### config.mk
export PLATFORM = sky130hd
export DESIGN_NAME = encoder_pid_pwm_drive_top_flat
export DESIGN_NICKNAME = d
export VERILOG_FILES = /design/src/epd_pkg.sv /design/src/epd_ifs.sv /design/src/encoder_pid_pwm_drive_top.sv /design/src/flat_wrapper.sv
export SDC_FILE = /design/constraint.sdc
export NUM_CORES = 2
export LEC_CHECK = 0
export BUFFER_PORTS_ARGS = -buffer_cell sky130_fd_sc_hd__buf_2
export CORE_MARGIN = 2
export CORE_UTILIZATION = 56
export DETAILED_ROUTE_END_ITERATION = 7
export GPL_TIMING_DRIVEN = 1
export MAX_ROUTING_LAYER = met4
export PLACE_DENSITY = 0.83
export SLEW_MARGIN = 15
export SYNTH_ARGS = -nofsm -noshare
export SYNTH_HDL_FRONTEND = slang
export SYNTH_SLANG_ARGS = --single-unit
### constraint.sdc
create_clock -name clock -period 14.2 [get_ports clock]
set_clock_uncertainty 0.15 [all_clocks]
set_input_delay 4.26 -clock clock [delete_from_list [all_inputs] [get_ports clock]]
set_output_delay 4.26 -clock clock [all_outputs]
set_load 0.05 [all_outputs]
### src/epd_pkg.sv
package epd_pkg;

   // Field and register widths.
   localparam int POS_W      = 13;
   localparam int CTRL_W     = 21;
   localparam int DUTY_W     = 16;
   localparam int GAIN_W     = 12;
   localparam int LIMIT_W    = 10;
   localparam int DZONE_W    = 8;
   localparam int BLANK_W    = 8;
   localparam int OGAIN_W    = 10;
   localparam int CSR_IDX_W  = 4;
   localparam int CSR_DATA_W = 12;

   // Internal datapath widths.
   localparam int FRAC_W     = 8;
   localparam int ERR_W      = 13;
   localparam int DIFF1_W    = 14;
   localparam int DIFF2_W    = 15;
   localparam int PROD_W     = 28;
   localparam int TERM_W     = PROD_W - FRAC_W;
   localparam int SUM_W      = 22;
   localparam int MAG_W      = 21;
   localparam int DIV5_SHIFT = 22;
   localparam int QPROD_W    = 41;
   localparam int QUOT_W     = QPROD_W - DIV5_SHIFT;
   localparam int TEN_W      = 23;
   localparam int DRIVE_W    = 23;
   localparam int OFF_W      = 14;
   localparam int MAGB_W     = 11;
   localparam int DRAW_W     = MAGB_W + OGAIN_W;

   // Loop constants.
   localparam int POS_WRAP    = 4000;
   localparam int ERR_MOD     = 2000;
   localparam int SET_POINT   = 1000;
   localparam int EN_LOW      = 900;
   localparam int EN_HIGH     = 1100;
   localparam int DRIVE_BIAS  = 4000;
   localparam int CTRL_MAX    = 1048575;
   localparam int DUTY_MAX    = 65535;
   localparam int ERR_RESET   = 913;
   // ceil(2^22 / 5): exact floor division by 5 for magnitudes below 2^22.
   localparam int DIV5_RECIP  = 838861;

   localparam int RSP_DEPTH_DEF = 8;

   // Register reset values.
   localparam logic [GAIN_W-1:0]  PROP_GAIN_RST   = GAIN_W'(384);
   localparam logic [GAIN_W-1:0]  INTEG_GAIN_RST  = GAIN_W'(256);
   localparam logic [GAIN_W-1:0]  DERIV_GAIN_RST  = GAIN_W'(333);
   localparam logic [LIMIT_W-1:0] DRIVE_LIMIT_RST = LIMIT_W'(350);
   localparam logic [DZONE_W-1:0] DEAD_ZONE_RST   = DZONE_W'(5);
   localparam logic [BLANK_W-1:0] BLANK_FWD_RST   = BLANK_W'(30);
   localparam logic [BLANK_W-1:0] BLANK_REV_RST   = BLANK_W'(50);
   localparam logic [OGAIN_W-1:0] OUTPUT_GAIN_RST = OGAIN_W'(256);

   typedef enum logic {
      OP_PULSE = 1'b0,
      OP_TICK  = 1'b1
   } op_type;

   typedef enum logic [CSR_IDX_W-1:0] {
      CSR_PROP_GAIN     = 4'd0,
      CSR_INTEG_GAIN    = 4'd1,
      CSR_DERIV_GAIN    = 4'd2,
      CSR_DRIVE_LIMIT   = 4'd3,
      CSR_DEAD_ZONE     = 4'd4,
      CSR_BLANK_FORWARD = 4'd5,
      CSR_BLANK_REVERSE = 4'd6,
      CSR_OUTPUT_GAIN   = 4'd7
   } csr_idx_type;

   typedef struct packed {
      logic signed [POS_W-1:0]  position;
      logic signed [CTRL_W-1:0] control_value;
      logic [DUTY_W-1:0]        duty_forward;
      logic [DUTY_W-1:0]        duty_reverse;
      logic                     drive_enable;
   } rsp_item_type;

endpackage

### src/epd_ifs.sv
interface req_if;
   logic valid;
   logic ready;
   logic operation;
   logic encoder_level;

   modport source (output valid, output operation, output encoder_level, input ready);
   modport sink   (input valid, input operation, input encoder_level, output ready);
endinterface

interface rsp_if;
   logic                              valid;
   logic                              ready;
   logic signed [epd_pkg::POS_W-1:0]  position;
   logic signed [epd_pkg::CTRL_W-1:0] control_value;
   logic [epd_pkg::DUTY_W-1:0]        duty_forward;
   logic [epd_pkg::DUTY_W-1:0]        duty_reverse;
   logic                              drive_enable;

   modport source (output valid, output position, output control_value,
                   output duty_forward, output duty_reverse, output drive_enable,
                   input ready);
   modport sink   (input valid, input position, input control_value,
                   input duty_forward, input duty_reverse, input drive_enable,
                   output ready);
endinterface

interface csr_if;
   logic                              valid;
   logic                              ready;
   logic [epd_pkg::CSR_IDX_W-1:0]     index;
   logic [epd_pkg::CSR_DATA_W-1:0]    data;

   modport source (output valid, output index, output data, input ready);
   modport sink   (input valid, input index, input data, output ready);
endinterface

### src/encoder_pid_pwm_drive_top.sv
// Encoder-driven velocity-form PID loop with a two-sided PWM duty output.
// The request channel (req_ch) carries one event per request: an encoder pulse,
// which steps the position up or down by the quadrature B level, or a sample
// tick, which runs one PID update. Every request produces exactly one response
// on rsp_ch with the position, control value, both duty compare values and the
// drive enable, in request order.
// The configuration channel (csr_ch) is always ready; it writes one register
// per handshake by index and should only be used while no request is pending.
// Throughput is one request per clock while req_ch.ready is high. The work
// runs through six pipeline registers, and a response is offered once its
// entry lands in the response queue. The RSP_DEPTH-entry response queue bounds
// the requests in flight; req_ch.ready drops while RSP_DEPTH requests are
// unanswered, so at the default depth of 8 the block keeps full rate with an
// always-ready receiver.
// When the receiver stalls, finished responses wait in the queue and requests
// keep being accepted until the queue's credit runs out.
// Reset (synchronous, active high) restores register defaults, zeroes the
// position, control value and duties, presets all three errors and empties the
// pipeline and queue.
module encoder_pid_pwm_drive_top #(
   parameter int RSP_DEPTH = epd_pkg::RSP_DEPTH_DEF
) (
   input  logic   clock,
   input  logic   reset,
   req_if.sink    req_ch,
   rsp_if.source  rsp_ch,
   csr_if.sink    csr_ch
);
   import epd_pkg::*;

   localparam int PTR_W = (RSP_DEPTH > 1) ? $clog2(RSP_DEPTH) : 1;
   localparam int CNT_W = $clog2(RSP_DEPTH + 1);

   localparam logic signed [POS_W-1:0] MOD_P  = POS_W'(ERR_MOD);
   localparam logic signed [POS_W-1:0] SET_P  = POS_W'(SET_POINT);
   localparam logic signed [POS_W-1:0] WRAP_P = POS_W'(POS_WRAP);

   // Truncating division by 2^FRAC_W (toward zero) of a signed product.
   function automatic logic signed [TERM_W-1:0] trunc_frac(
      input logic signed [PROD_W-1:0] p
   );
      logic signed [PROD_W-1:0] adj;
      adj = p[PROD_W-1] ? p + PROD_W'((1 << FRAC_W) - 1) : p;
      return TERM_W'(adj >>> FRAC_W);
   endfunction

   // ---------------------------------------------------------------------
   // Configuration registers
   // ---------------------------------------------------------------------
   logic [GAIN_W-1:0]  prop_gain_ff, integ_gain_ff, deriv_gain_ff;
   logic [LIMIT_W-1:0] drive_limit_ff;
   logic [DZONE_W-1:0] dead_zone_ff;
   logic [BLANK_W-1:0] blank_fwd_ff, blank_rev_ff;
   logic [OGAIN_W-1:0] output_gain_ff;
   logic               csr_fire;

   assign csr_ch.ready = 1'b1;
   assign csr_fire     = csr_ch.valid && csr_ch.ready;

   always_ff @(posedge clock) begin
      if (reset) begin
         prop_gain_ff   <= PROP_GAIN_RST;
         integ_gain_ff  <= INTEG_GAIN_RST;
         deriv_gain_ff  <= DERIV_GAIN_RST;
         drive_limit_ff <= DRIVE_LIMIT_RST;
         dead_zone_ff   <= DEAD_ZONE_RST;
         blank_fwd_ff   <= BLANK_FWD_RST;
         blank_rev_ff   <= BLANK_REV_RST;
         output_gain_ff <= OUTPUT_GAIN_RST;
      end else if (csr_fire) begin
         unique case (csr_idx_type'(csr_ch.index))
            CSR_PROP_GAIN:     prop_gain_ff   <= csr_ch.data[GAIN_W-1:0];
            CSR_INTEG_GAIN:    integ_gain_ff  <= csr_ch.data[GAIN_W-1:0];
            CSR_DERIV_GAIN:    deriv_gain_ff  <= csr_ch.data[GAIN_W-1:0];
            CSR_DRIVE_LIMIT:   drive_limit_ff <= csr_ch.data[LIMIT_W-1:0];
            CSR_DEAD_ZONE:     dead_zone_ff   <= csr_ch.data[DZONE_W-1:0];
            CSR_BLANK_FORWARD: blank_fwd_ff   <= csr_ch.data[BLANK_W-1:0];
            CSR_BLANK_REVERSE: blank_rev_ff   <= csr_ch.data[BLANK_W-1:0];
            CSR_OUTPUT_GAIN:   output_gain_ff <= csr_ch.data[OGAIN_W-1:0];
            default: ;
         endcase
      end
   end

   // ---------------------------------------------------------------------
   // Request acceptance and credit. A request is taken only when the
   // response queue is sure to have room for it when it comes out.
   // ---------------------------------------------------------------------
   logic [CNT_W-1:0] inflight_ff, inflight_in;
   logic             req_fire, rsp_fire, is_tick;

   assign req_ch.ready = (inflight_ff < CNT_W'(RSP_DEPTH));
   assign req_fire     = req_ch.valid && req_ch.ready;
   assign is_tick      = (req_ch.operation == OP_TICK);

   always_comb begin
      inflight_in = inflight_ff;
      if (req_fire && !rsp_fire) begin
         inflight_in = inflight_ff + CNT_W'(1);
      end else if (!req_fire && rsp_fire) begin
         inflight_in = inflight_ff - CNT_W'(1);
      end
   end

   // ---------------------------------------------------------------------
   // Entry stage: position counter and error history. These update as the
   // request is accepted, so the next request sees them at once.
   // ---------------------------------------------------------------------
   logic signed [POS_W-1:0]   count_ff, count_in, step_pos, rem_pos;
   logic signed [ERR_W-1:0]   err_now_ff, err_last_ff, err_before_ff, err_new;
   logic signed [DIFF1_W-1:0] diff1_in;
   logic signed [DIFF2_W-1:0] diff2_in;

   always_comb begin
      step_pos = req_ch.encoder_level ? count_ff + POS_W'(1) : count_ff - POS_W'(1);
      // The count returns to zero once its magnitude reaches the wrap point.
      if (step_pos == WRAP_P || step_pos == -WRAP_P) begin
         step_pos = '0;
      end
      count_in = is_tick ? count_ff : step_pos;

      // Signed remainder: the count never reaches twice the modulus.
      if (count_ff >= MOD_P) begin
         rem_pos = count_ff - MOD_P;
      end else if (count_ff <= -MOD_P) begin
         rem_pos = count_ff + MOD_P;
      end else begin
         rem_pos = count_ff;
      end
      err_new  = ERR_W'(rem_pos - SET_P);
      diff1_in = DIFF1_W'(err_new) - DIFF1_W'(err_now_ff);
      diff2_in = DIFF2_W'(err_new) - (DIFF2_W'(err_now_ff) <<< 1) + DIFF2_W'(err_last_ff);
   end

   always_ff @(posedge clock) begin
      if (reset) begin
         count_ff      <= '0;
         err_now_ff    <= ERR_W'(ERR_RESET);
         err_last_ff   <= ERR_W'(ERR_RESET);
         err_before_ff <= ERR_W'(ERR_RESET);
         inflight_ff   <= '0;
      end else begin
         inflight_ff <= inflight_in;
         if (req_fire) begin
            count_ff <= count_in;
            if (is_tick) begin
               err_before_ff <= err_last_ff;
               err_last_ff   <= err_now_ff;
               err_now_ff    <= err_new;
            end
         end
      end
   end

   // Stage 1: error terms of the new sample.
   logic                      s1_valid_ff, s1_tick_ff;
   logic signed [POS_W-1:0]   s1_pos_ff;
   logic signed [ERR_W-1:0]   s1_err_ff;
   logic signed [DIFF1_W-1:0] s1_diff1_ff;
   logic signed [DIFF2_W-1:0] s1_diff2_ff;

   always_ff @(posedge clock) begin
      if (reset) begin
         s1_valid_ff <= 1'b0;
      end else begin
         s1_valid_ff <= req_fire;
      end
      if (req_fire) begin
         s1_tick_ff  <= is_tick;
         s1_pos_ff   <= count_in;
         s1_err_ff   <= err_new;
         s1_diff1_ff <= diff1_in;
         s1_diff2_ff <= diff2_in;
      end
   end

   // ---------------------------------------------------------------------
   // Stage 2: the three gain products, one multiplier each.
   // ---------------------------------------------------------------------
   logic                     s2_valid_ff, s2_tick_ff;
   logic signed [POS_W-1:0]  s2_pos_ff;
   logic signed [PROD_W-1:0] s2_pprod_ff, s2_iprod_ff, s2_dprod_ff;
   logic signed [PROD_W-1:0] pprod_in, iprod_in, dprod_in;

   assign pprod_in = PROD_W'($signed({1'b0, prop_gain_ff}))  * PROD_W'(s1_diff1_ff);
   assign iprod_in = PROD_W'($signed({1'b0, integ_gain_ff})) * PROD_W'(s1_err_ff);
   assign dprod_in = PROD_W'($signed({1'b0, deriv_gain_ff})) * PROD_W'(s1_diff2_ff);

   always_ff @(posedge clock) begin
      if (reset) begin
         s2_valid_ff <= 1'b0;
      end else begin
         s2_valid_ff <= s1_valid_ff;
      end
      s2_tick_ff  <= s1_tick_ff;
      s2_pos_ff   <= s1_pos_ff;
      s2_pprod_ff <= pprod_in;
      s2_iprod_ff <= iprod_in;
      s2_dprod_ff <= dprod_in;
   end

   // Stage 3: each term is truncated toward zero, then summed.
   logic                    s3_valid_ff, s3_tick_ff;
   logic signed [POS_W-1:0] s3_pos_ff;
   logic signed [SUM_W-1:0] s3_sum_ff, sum_in;

   assign sum_in = SUM_W'(trunc_frac(s2_pprod_ff)) + SUM_W'(trunc_frac(s2_iprod_ff))
                 + SUM_W'(trunc_frac(s2_dprod_ff));

   always_ff @(posedge clock) begin
      if (reset) begin
         s3_valid_ff <= 1'b0;
      end else begin
         s3_valid_ff <= s2_valid_ff;
      end
      s3_tick_ff <= s2_tick_ff;
      s3_pos_ff  <= s2_pos_ff;
      s3_sum_ff  <= sum_in;
   end

   // ---------------------------------------------------------------------
   // Stage 4: divide the magnitude by five through a reciprocal multiply.
   // The sign is reapplied afterwards, which gives truncation toward zero.
   // ---------------------------------------------------------------------
   logic                     s4_valid_ff, s4_tick_ff, s4_neg_ff, neg_in;
   logic signed [POS_W-1:0]  s4_pos_ff;
   logic [MAG_W-1:0]         sum_mag;
   logic [QPROD_W-1:0]       s4_qprod_ff, qprod_in;

   assign neg_in   = s3_sum_ff[SUM_W-1];
   assign sum_mag  = neg_in ? MAG_W'(-s3_sum_ff) : MAG_W'(s3_sum_ff);
   assign qprod_in = QPROD_W'(sum_mag) * QPROD_W'(DIV5_RECIP);

   always_ff @(posedge clock) begin
      if (reset) begin
         s4_valid_ff <= 1'b0;
      end else begin
         s4_valid_ff <= s3_valid_ff;
      end
      s4_tick_ff  <= s3_tick_ff;
      s4_pos_ff   <= s3_pos_ff;
      s4_neg_ff   <= neg_in;
      s4_qprod_ff <= qprod_in;
   end

   // ---------------------------------------------------------------------
   // Stage 5: times ten, clamp, and update the control register. A pulse
   // picks up the control value left by the last tick ahead of it.
   // ---------------------------------------------------------------------
   logic                     s5_valid_ff;
   logic signed [POS_W-1:0]  s5_pos_ff;
   logic signed [CTRL_W-1:0] s5_ctrl_ff, control_ff, ctrl_in, tick_ctrl;
   logic [QUOT_W-1:0]        quot;
   logic [TEN_W-1:0]         ten_mag, ten_clip;

   always_comb begin
      quot    = s4_qprod_ff[DIV5_SHIFT +: QUOT_W];
      ten_mag = (TEN_W'(quot) << 3) + (TEN_W'(quot) << 1);
      if (ten_mag > TEN_W'(CTRL_MAX)) begin
         ten_clip = TEN_W'(CTRL_MAX);
      end else begin
         ten_clip = ten_mag;
      end
      tick_ctrl = s4_neg_ff ? -CTRL_W'(ten_clip) : CTRL_W'(ten_clip);
      ctrl_in   = s4_tick_ff ? tick_ctrl : control_ff;
   end

   always_ff @(posedge clock) begin
      if (reset) begin
         s5_valid_ff <= 1'b0;
         control_ff  <= '0;
      end else begin
         s5_valid_ff <= s4_valid_ff;
         if (s4_valid_ff) begin
            control_ff <= ctrl_in;
         end
      end
      s5_pos_ff  <= s4_pos_ff;
      s5_ctrl_ff <= ctrl_in;
   end

   // ---------------------------------------------------------------------
   // Stage 6: drive value, clamp to the limit, dead zone, add blanking.
   // ---------------------------------------------------------------------
   logic                      s6_valid_ff, s6_fwd_ff, fwd_in, dead;
   logic signed [POS_W-1:0]   s6_pos_ff;
   logic signed [CTRL_W-1:0]  s6_ctrl_ff;
   logic [MAGB_W-1:0]         s6_magb_ff, magb_in;
   logic signed [DRIVE_W-1:0] drive, drive_clip, lim_s;
   logic signed [OFF_W-1:0]   off;
   logic [OFF_W-1:0]          off_mag;
   logic [LIMIT_W-1:0]        drive_mag;

   always_comb begin
      drive = -(DRIVE_W'(s5_ctrl_ff) + DRIVE_W'(DRIVE_BIAS));
      lim_s = DRIVE_W'(drive_limit_ff);
      if (drive > lim_s) begin
         drive_clip = lim_s;
      end else if (drive < -lim_s) begin
         drive_clip = -lim_s;
      end else begin
         drive_clip = drive;
      end

      // Near the set point the drive is forced to zero, which selects the
      // forward side with zero magnitude.
      off     = OFF_W'(s5_pos_ff) + OFF_W'(SET_POINT);
      off_mag = off[OFF_W-1] ? OFF_W'(-off) : OFF_W'(off);
      dead    = (off_mag <= OFF_W'(dead_zone_ff));

      fwd_in = dead || !drive_clip[DRIVE_W-1];
      if (dead) begin
         drive_mag = '0;
      end else if (fwd_in) begin
         drive_mag = LIMIT_W'(drive_clip);
      end else begin
         drive_mag = LIMIT_W'(-drive_clip);
      end
      magb_in = MAGB_W'(drive_mag) + MAGB_W'(fwd_in ? blank_fwd_ff : blank_rev_ff);
   end

   always_ff @(posedge clock) begin
      if (reset) begin
         s6_valid_ff <= 1'b0;
      end else begin
         s6_valid_ff <= s5_valid_ff;
      end
      s6_fwd_ff  <= fwd_in;
      s6_magb_ff <= magb_in;
      s6_pos_ff  <= s5_pos_ff;
      s6_ctrl_ff <= s5_ctrl_ff;
   end

   // ---------------------------------------------------------------------
   // Final step: duty scaling updates one side; the other side holds.
   // ---------------------------------------------------------------------
   logic [DUTY_W-1:0] duty_fwd_ff, duty_rev_ff, duty_fwd_in, duty_rev_in, duty_new;
   logic [DRAW_W-1:0] duty_raw, duty_shift;
   logic [POS_W-1:0]  pos_mag;
   rsp_item_type      item_in;

   always_comb begin
      duty_raw   = DRAW_W'(s6_magb_ff) * DRAW_W'(output_gain_ff);
      duty_shift = duty_raw >> FRAC_W;
      if (duty_shift > DRAW_W'(DUTY_MAX)) begin
         duty_new = DUTY_W'(DUTY_MAX);
      end else begin
         duty_new = DUTY_W'(duty_shift);
      end
      duty_fwd_in = s6_fwd_ff ? duty_new : duty_fwd_ff;
      duty_rev_in = s6_fwd_ff ? duty_rev_ff : duty_new;

      pos_mag = s6_pos_ff[POS_W-1] ? POS_W'(-s6_pos_ff) : POS_W'(s6_pos_ff);

      item_in.position      = s6_pos_ff;
      item_in.control_value = s6_ctrl_ff;
      item_in.duty_forward  = duty_fwd_in;
      item_in.duty_reverse  = duty_rev_in;
      item_in.drive_enable  = (pos_mag >= POS_W'(EN_LOW)) && (pos_mag <= POS_W'(EN_HIGH));
   end

   // ---------------------------------------------------------------------
   // Response queue. The credit check at the entry keeps it from filling
   // past RSP_DEPTH, so writes never need a full check.
   // ---------------------------------------------------------------------
   rsp_item_type     rsp_queue [RSP_DEPTH];
   logic [PTR_W-1:0] wr_ptr_ff, rd_ptr_ff;
   logic [CNT_W-1:0] fill_ff, fill_in;
   rsp_item_type     head;

   assign head     = rsp_queue[rd_ptr_ff];
   assign rsp_fire = rsp_ch.valid && rsp_ch.ready;

   always_comb begin
      fill_in = fill_ff;
      if (s6_valid_ff && !rsp_fire) begin
         fill_in = fill_ff + CNT_W'(1);
      end else if (!s6_valid_ff && rsp_fire) begin
         fill_in = fill_ff - CNT_W'(1);
      end
   end

   always_ff @(posedge clock) begin
      if (reset) begin
         duty_fwd_ff <= '0;
         duty_rev_ff <= '0;
         wr_ptr_ff   <= '0;
         rd_ptr_ff   <= '0;
         fill_ff     <= '0;
      end else begin
         fill_ff <= fill_in;
         if (s6_valid_ff) begin
            duty_fwd_ff <= duty_fwd_in;
            duty_rev_ff <= duty_rev_in;
            wr_ptr_ff   <= (wr_ptr_ff == PTR_W'(RSP_DEPTH - 1)) ? '0 : wr_ptr_ff + PTR_W'(1);
         end
         if (rsp_fire) begin
            rd_ptr_ff <= (rd_ptr_ff == PTR_W'(RSP_DEPTH - 1)) ? '0 : rd_ptr_ff + PTR_W'(1);
         end
      end
   end

   always_ff @(posedge clock) begin
      if (s6_valid_ff) begin
         rsp_queue[wr_ptr_ff] <= item_in;
      end
   end

   assign rsp_ch.valid         = (fill_ff != '0);
   assign rsp_ch.position      = head.position;
   assign rsp_ch.control_value = head.control_value;
   assign rsp_ch.duty_forward  = head.duty_forward;
   assign rsp_ch.duty_reverse  = head.duty_reverse;
   assign rsp_ch.drive_enable  = head.drive_enable;

endmodule

### src/flat_wrapper.sv
// flat-port wrapper written by rule: the top's interface ports become plain ports
module encoder_pid_pwm_drive_top_flat import epd_pkg::*;
#(
   parameter int RSP_DEPTH = epd_pkg::RSP_DEPTH_DEF
)
  (clock, reset, req_ch_valid, req_ch_operation, req_ch_encoder_level, req_ch_ready, rsp_ch_valid, rsp_ch_position, rsp_ch_control_value, rsp_ch_duty_forward, rsp_ch_duty_reverse, rsp_ch_drive_enable, rsp_ch_ready, csr_ch_valid, csr_ch_index, csr_ch_data, csr_ch_ready);
  req_if req_ch_i ();
  rsp_if rsp_ch_i ();
  csr_if csr_ch_i ();
  input  logic clock;
  input  logic reset;
  input wire logic [$bits(req_ch_i.valid)-1:0] req_ch_valid;
  input wire logic [$bits(req_ch_i.operation)-1:0] req_ch_operation;
  input wire logic [$bits(req_ch_i.encoder_level)-1:0] req_ch_encoder_level;
  output wire logic [$bits(req_ch_i.ready)-1:0] req_ch_ready;
  output wire logic [$bits(rsp_ch_i.valid)-1:0] rsp_ch_valid;
  output wire logic [$bits(rsp_ch_i.position)-1:0] rsp_ch_position;
  output wire logic [$bits(rsp_ch_i.control_value)-1:0] rsp_ch_control_value;
  output wire logic [$bits(rsp_ch_i.duty_forward)-1:0] rsp_ch_duty_forward;
  output wire logic [$bits(rsp_ch_i.duty_reverse)-1:0] rsp_ch_duty_reverse;
  output wire logic [$bits(rsp_ch_i.drive_enable)-1:0] rsp_ch_drive_enable;
  input wire logic [$bits(rsp_ch_i.ready)-1:0] rsp_ch_ready;
  input wire logic [$bits(csr_ch_i.valid)-1:0] csr_ch_valid;
  input wire logic [$bits(csr_ch_i.index)-1:0] csr_ch_index;
  input wire logic [$bits(csr_ch_i.data)-1:0] csr_ch_data;
  output wire logic [$bits(csr_ch_i.ready)-1:0] csr_ch_ready;
  assign req_ch_i.valid = req_ch_valid;
  assign req_ch_i.operation = req_ch_operation;
  assign req_ch_i.encoder_level = req_ch_encoder_level;
  assign req_ch_ready = req_ch_i.ready;
  assign rsp_ch_valid = rsp_ch_i.valid;
  assign rsp_ch_position = rsp_ch_i.position;
  assign rsp_ch_control_value = rsp_ch_i.control_value;
  assign rsp_ch_duty_forward = rsp_ch_i.duty_forward;
  assign rsp_ch_duty_reverse = rsp_ch_i.duty_reverse;
  assign rsp_ch_drive_enable = rsp_ch_i.drive_enable;
  assign rsp_ch_i.ready = rsp_ch_ready;
  assign csr_ch_i.valid = csr_ch_valid;
  assign csr_ch_i.index = csr_ch_index;
  assign csr_ch_i.data = csr_ch_data;
  assign csr_ch_ready = csr_ch_i.ready;
  encoder_pid_pwm_drive_top #(.RSP_DEPTH(RSP_DEPTH)) u_core (.clock(clock), .reset(reset), .req_ch(req_ch_i), .rsp_ch(rsp_ch_i), .csr_ch(csr_ch_i));
endmodule
* After elaboration in Yosys (flattened, before gate mapping)
Memory sizes are Yosys's and may differ from the RTL's. A register that Yosys moved wholly into a read port is not among the register bits.
Index checks and enable logic that the tools add are counted.
** Operators by class
- Add/sub/neg operators :: 30
- $mul :: 5
- Order comparisons :: 10
- Equal/unequal tests :: 11
- Multiplexer cells :: 32
- Reductions and logical operators :: 26
** Operators with widths (count)
- $add A28 B9 Y28 const B :: 3
- $mux W21 :: 4
- $mux W28 :: 3
- $mux W13 :: 6
- $mux W16 :: 3
- $mux W23 :: 2
- $neg A21 Y21 :: 2
- $mul A21 B20 Y41 const B :: 1
- $mul A13 B15 Y28 :: 1
- $mul A13 B14 Y27 :: 1
- $eq A13 B13 Y1 const B :: 2
- $mul A13 B13 Y26 :: 1
- $add A22 B20 Y23 :: 1
- $gt A23 B11 Y1 :: 1
- $gt A23 B20 Y1 const B :: 1
- $lt A23 B23 Y1 :: 1
- $neg A10 Y23 :: 1
- $neg A23 Y23 :: 1
- $add A21 B13 Y22 const B :: 1
- $add A21 B20 Y22 :: 1
- $add A20 B20 Y21 :: 1
- $mul A11 B10 Y21 :: 1
- $mux W10 :: 2
- $reduce_and A2 Y1 :: 9
- other kinds (38) :: 64
** Word-level totals
- Bits in registers :: 518
- Memory bits (writable) :: 536
- Bits of input ports :: 23
- Output and inout bits :: 70
- Logic and storage cells :: 162
- Memories :: 1
** Memory list
- u_core.rsp_queue :: words 8, bits a word 67, rd ports 1, clocked after memory_dff 1, wr ports 1, line encoder_pid_pwm_drive_top.sv:366 : rsp_item_type rsp_queue [RSP_DEPTH];

* Logic depth before layout (Yosys ltp)
- Depth after elaboration :: 10
- Gate-level depth with buffers :: 36
- Gate-level depth less buffers :: 36

* Worst setup path before layout
No wires, ideal clock.
- Path kind :: input -> register
- Start :: in req_ch_encoder_level
- End :: reg u_core.s1_pos_ff[0] (data pin)
- Setup time :: 0.271 ns
- Arrival time :: 7.796 ns
- Data required time :: 13.779 ns
- Slack :: 5.984 ns
- Stages on the path :: 16
- Path buffers :: 1
- Path through :: inv_1 ha_1 a21o_1 a21oi_1 o21bai_1 a21oi_1 o21bai_1 a21oi_1 o21bai_1 a2111oi_0 nor2_1 xnor2_1 nand4b_1 a211oi_1 clkbuf_1 o21ai_0
** On the way
- Cells in the longest elaborated chain, start to end :: 5
- Elaborated cells between the ends (all ways) :: 6
- Those cells by class :: 2 x eq/ne; 3 x mux; 1 x reduce/logical
** Ends and longest elaborated chain
- from (decl) :: line flat_wrapper.sv:14 : input wire logic [$bits(req_ch_i.encoder_level)-1:0] req_ch_encoder_level;
- $mux W13 (*) :: line encoder_pid_pwm_drive_top.sv:115 : step_pos = req_ch.encoder_level ? count_ff + POS_W'(1) : count_ff - POS_W'(1);
- $eq A13 B13 Y1 :: line encoder_pid_pwm_drive_top.sv:117 : if (step_pos == WRAP_P || step_pos == -WRAP_P) begin
- $logic_or A1 B1 Y1 :: line encoder_pid_pwm_drive_top.sv:117
- $mux W13 (*) :: line encoder_pid_pwm_drive_top.sv:117
- $mux W13 (*) :: line encoder_pid_pwm_drive_top.sv:120 : count_in = is_tick ? count_ff : step_pos;
- net u_core.count_in[0] :: line encoder_pid_pwm_drive_top.sv:109 : logic signed [POS_W-1:0] count_ff, count_in, step_pos, rem_pos;
- to (signal assigned) :: line encoder_pid_pwm_drive_top.sv:170 : s1_pos_ff <= count_in;
- to (decl) :: line encoder_pid_pwm_drive_top.sv:157 : logic signed [POS_W-1:0] s1_pos_ff;
Mark *: on every way through the listed nets, which the timed path passes. The rest lies on a longest branch.
A chain may end at the register's enable or synchronous reset.

* Worst setup path in the final report
- Start :: reg u_core.s3_sum_ff[0]
- End :: reg u_core.s4_qprod_ff[39]
** On the way
- Cells in the longest elaborated chain, start to end :: 3
** Ends and longest elaborated chain
- from (decl) :: line encoder_pid_pwm_drive_top.sv:205 : logic signed [SUM_W-1:0] s3_sum_ff, sum_in;
- from (signal assigned) :: line encoder_pid_pwm_drive_top.sv:218 : s3_sum_ff <= sum_in;
- $neg A21 Y21 :: line encoder_pid_pwm_drive_top.sv:231 : assign sum_mag = neg_in ? MAG_W'(-s3_sum_ff) : MAG_W'(s3_sum_ff);
- $mux W21 (*) :: line encoder_pid_pwm_drive_top.sv:231
- $mul A21 B20 Y41 (*) :: line encoder_pid_pwm_drive_top.sv:232 : assign qprod_in = QPROD_W'(sum_mag) * QPROD_W'(DIV5_RECIP);
- net u_core.qprod_in[39] :: line encoder_pid_pwm_drive_top.sv:228 : logic [QPROD_W-1:0] s4_qprod_ff, qprod_in;
- to (signal assigned) :: line encoder_pid_pwm_drive_top.sv:243 : s4_qprod_ff <= qprod_in;
- to (decl) :: line encoder_pid_pwm_drive_top.sv:228
Marked as above.

==> out/summary.md <==
In this run the deepest clock path goes through 3 buffers. By startpoint and endpoint, the worst setup path is classified as reg -> reg. In the final timing run, aggregate negative setup slack is 0 ns. The flow ran to the end, and the final reports show no timing, DRC or antenna violations.

During I/O placement, the number of pins put on the boundary was 93. The layout cell share with drive strength beyond 1 came out at 0.0852. The die is 366 µm wide. The detail route stage leaves a number of antenna-violating nets equal to 0. The total setup violations reported at the end of the flow was 0. The H-tree generated during clock tree synthesis spans 3 levels.

Buffers added to address setup during post-CTS repair amount to 0. The wire-length estimate of the detail-placed layout is 122000 µm. TritonCTS built the clock tree. The detailed-route vias per instance was 5.73; the y dimension of the die was 366 µm. For flop-to-flop paths, the worst setup slack is 5.13 ns. Clock-pin slew was measured on the worst setup and hold paths at 0.06 ns.

At the pin with the least slew margin, the transition time is 1.16 ns. The worst hold path begins at u_core.s3_pos_ff[10]. The global-route total usage across every layer is 0.261. For the initial antenna violation count, the log shows 4. The routed wire length is 168000 µm. Endpoint kind of the worst setup timing path: a flop. Commonest register cell after synthesis: sky130_fd_sc_hd__edfxtp_1.

Counting every sink on the clock net gives 1032. The run gives 0 as the count of endpoints failing hold in the final timing report. In this design, the critical path's most frequently occurring cell is sky130_fd_sc_hd__inv_1. Total count of max-transition violations in the final report: 0. Setup repair after global routing left no endpoint under its margin. For the finished layout, the period the worst path requires is 9.07 ns. The logs give 0.966 for the final weighted congestion in routability-driven placement and 0 for the total congestion overflow after global routing. The share of the cycle needed by the critical path after routing was 0.638; the delay contributed by the slowest stage of the critical path was 0.57 ns.

The netlist area before placement is 73400 µm², and the synthesis-to-finish area growth is 7.47%. The number of instances on the worst hold path came out at 0. The cell count after synthesis came out at 6627. For the number of CTS-inserted buffers, the log shows 100.

DRC violations left: 0. The run gives 7974 as the net count of the mapped netlist. The number of cells on the worst reg-to-reg path is 35. The floorplan step defined a die boundary enclosing 134000 µm². The tool flagged a number of max-cap violations equal to 0. Worst-path cell with the longest stage delay: sky130_fd_sc_hd__a2111oi_0. The worst setup path is launched from a flop. The top fanout value on the critical path was 8; the fmax was 0.110 GHz. Data arrives at the worst endpoint at 9.55 ns. The core region is 130000 µm².

The share of Yosys cell area claimed by the top area cell type is 0.242, and the detailed-route wire length per cell is 19.8 µm. The DRC violation total after the first TritonRoute iteration is 4022. In this run the critical register-to-register path is launched from u_core.s3_sum_ff[0].

After clock tree synthesis, the repair step resized 0 gates. For the max-slew headroom at the worst pin, the log shows 0.226. After the last flow step, the layout net total stands at 7963. The number of unique standard cell types used by synthesis is 91, and the number of input and output port buffers inserted is 91. The later pin in the worst-skew pair is clocked with a latency of 0.71 ns. The via count is 48374, and the count of hold-fix buffers inserted at cts is 0. STA puts the critical path data required time at 14.69 ns.

The number of synthesized register bits was 1032; the effective utilization at floorplan was 0.566. The endpoint identified for the worst register-to-register timing path is u_core.s4_qprod_ff[39]. The proportion of register bits with asynchronous set or reset after synthesis was 0.

Yosys attributes the largest share of cell area to sky130_fd_sc_hd__edfxtp_1, sky130_fd_sc_hd__fa_1, sky130_fd_sc_hd__dfxtp_1. The tools report the share of synthesized area occupied by flip-flops and latches as 0.362. The number of warning messages in the yosys log is 0. The cell at the root of the clock tree was sky130_fd_sc_hd__clkbuf_16. The largest area contributor in the netlist was sky130_fd_sc_hd__edfxtp_1. The number of enable-type register cells in the synthesized netlist is 592, and the maximum number of pins on one net before global-route repair is 79. The run gives 8 as the detailed-routing iteration count for the pre-antenna-repair pass. The floorplan has 132 rows. Via count of the first global-routing pass: 50173.

The path with the worst hold slack has its endpoint at u_core.s4_pos_ff[10]. A synthesized cell averages 11.1 µm². The first global-routing pass estimated 271000 µm of wire.

The class of the worst hold path was reg -> reg.
kinds of logic (layout without fill, tap and decap cells):
kind of cell | after synthesis | count (layout) | synth area share
buffers and inverters | 1254 | 1330 | 0.0643
multiplexers | 309 | 309 | 0.0666
other | 1 | 5 | 0.0000511
XOR/XNOR | 323 | 323 | 0.0385
adder cells (fa/ha/maj) | 1324 | 1324 | 0.296
flip-flops | 1032 | 1032 | 0.362
AO/OA/AOI/OAI | 681 | 681 | 0.0604
AND/OR/NAND/NOR | 1703 | 1703 | 0.112
how the worst max path moves through the flow:
stage / from / to / slack, ns
floorplan: req_ch_encoder_level / u_core.s1_pos_ff[0] / 5.98
global placement: u_core.s3_sum_ff[0] / u_core.s4_qprod_ff[39] / 5.37
detailed placement: u_core.s3_sum_ff[0] / u_core.s4_qprod_ff[39] / 5.23
CTS: u_core.s3_sum_ff[0] / u_core.s4_qprod_ff[39] / 5.23
global route: u_core.s3_sum_ff[0] / u_core.s4_qprod_ff[39] / 4.43
finish: u_core.s3_sum_ff[0] / u_core.s4_qprod_ff[39] / 5.13
state kept, by name, indices dropped and copies added (netlist names), 14 cells and up, named ones only:
name	count
u_core.rsp_queue	536
u_core.s2_dprod_ff	28
u_core.s2_pprod_ff	27
u_core.s2_iprod_ff	26
u_core.s3_sum_ff	22
u_core.control_ff	21
u_core.s5_ctrl_ff	21
u_core.s6_ctrl_ff	21
u_core.s4_qprod_ff	19
u_core.duty_fwd_ff	16
u_core.duty_rev_ff	16
u_core.s1_diff2_ff	15
u_core.s1_diff1_ff	14
metrics by stage:
stage | std cells | utilization | setup WS [ns] | cell area, µm² | hold WS [ns]
after floorplan | 6627 | - | 5.98 | 73400 | 0.160
after global placement | 8255 | 0.581 | 5.37 | 75500 | 0.160
after detailed placement | 8255 | 0.581 | 5.23 | 75500 | 0.162
after CTS | 8444 | 0.608 | 5.23 | 78900 | 0.173
after global routing | 8449 | 0.608 | 4.43 | 78900 | 0.176
final | 8449 | 0.608 | 5.13 | 78900 | 0.172
critical path, delay by kind of cell (launching register included):
| kind | cells | cell delay [ns] |
|---|---|---|
| compound gates | 10 | 2.50 |
| flops | 1 | 0.40 |
| xor+xnor | 2 | 0.58 |
| simple gates | 7 | 1.32 |
| fa+ha+maj | 9 | 3.61 |
| buf+inv | 7 | 0.46 |
layout make-up:
cell class | count | area (µm²)
Antenna cell | 4 | 10.0
Clock buffer | 147 | 2990
Clock inverter | 42 | 419
Fill cell | 9926 | 50900
Inverter | 1021 | 3830
Multi-Input combinational cell | 4341 | 42200
Sequential cell | 1032 | 26600
Tap cell | 1742 | 2180
Timing Repair Buffer | 120 | 696
routing by layer:
metal	routed length (µm)	vias up	GRT usage
met4	6540	0	0.0954
met5	0	-	-
li1	-	22045	-
met3	12000	376	0.0376
met2	81800	1836	0.427
met1	67200	24117	0.331
synth_stat cells, drive strengths merged (9+ instances only):
cell type,count
mux2i,77
nand3b,10
buf,30
nand3,78
clkbuf,203
o211ai,39
a211oi,17
fa,693
xor2,91
edfxtp,592
o31ai,32
a31oi,20
nand2,666
and2,303
o21bai,23
nor2,300
a21oi,218
a22oi,9
or2,19
inv,1019
o21a,33
mux4,134
and3,44
o21ai,128
mux2,98
xnor2,232
nor3,75
nor2b,37
nor3b,16
nor4,18
nand2b,48
ha,631
o41ai,11
or3,25
nand4,31
a21boi,20
dfxtp,440
a21o,41
layout by cell type (no fill, tap or decap), types with 30 or more instances in the layout:
cell	n
sky130_fd_sc_hd__mux2i_1	77
sky130_fd_sc_hd__o211ai_1	39
sky130_fd_sc_hd__ha_1	631
sky130_fd_sc_hd__o31ai_1	32
sky130_fd_sc_hd__inv_1	1018
sky130_fd_sc_hd__nor3_1	70
sky130_fd_sc_hd__mux4_2	134
sky130_fd_sc_hd__edfxtp_1	592
sky130_fd_sc_hd__mux2_2	98
sky130_fd_sc_hd__dfxtp_1	436
sky130_fd_sc_hd__a21oi_1	218
sky130_fd_sc_hd__nand4_1	30
sky130_fd_sc_hd__o21ai_0	122
sky130_fd_sc_hd__and3_1	44
sky130_fd_sc_hd__buf_2	90
sky130_fd_sc_hd__nand3_1	78
sky130_fd_sc_hd__nor2b_1	37
sky130_fd_sc_hd__xnor2_1	232
sky130_fd_sc_hd__clkbuf_16	106
sky130_fd_sc_hd__o21a_1	33
sky130_fd_sc_hd__nor2_1	294
sky130_fd_sc_hd__a21o_1	41
sky130_fd_sc_hd__nand2b_1	48
sky130_fd_sc_hd__xor2_1	91
sky130_fd_sc_hd__and2_1	300
sky130_fd_sc_hd__fa_1	693
sky130_fd_sc_hd__nand2_1	666
Power is not shown: default switching activity piles up to over one toggle a cycle in this logic, so the estimate is an artifact.
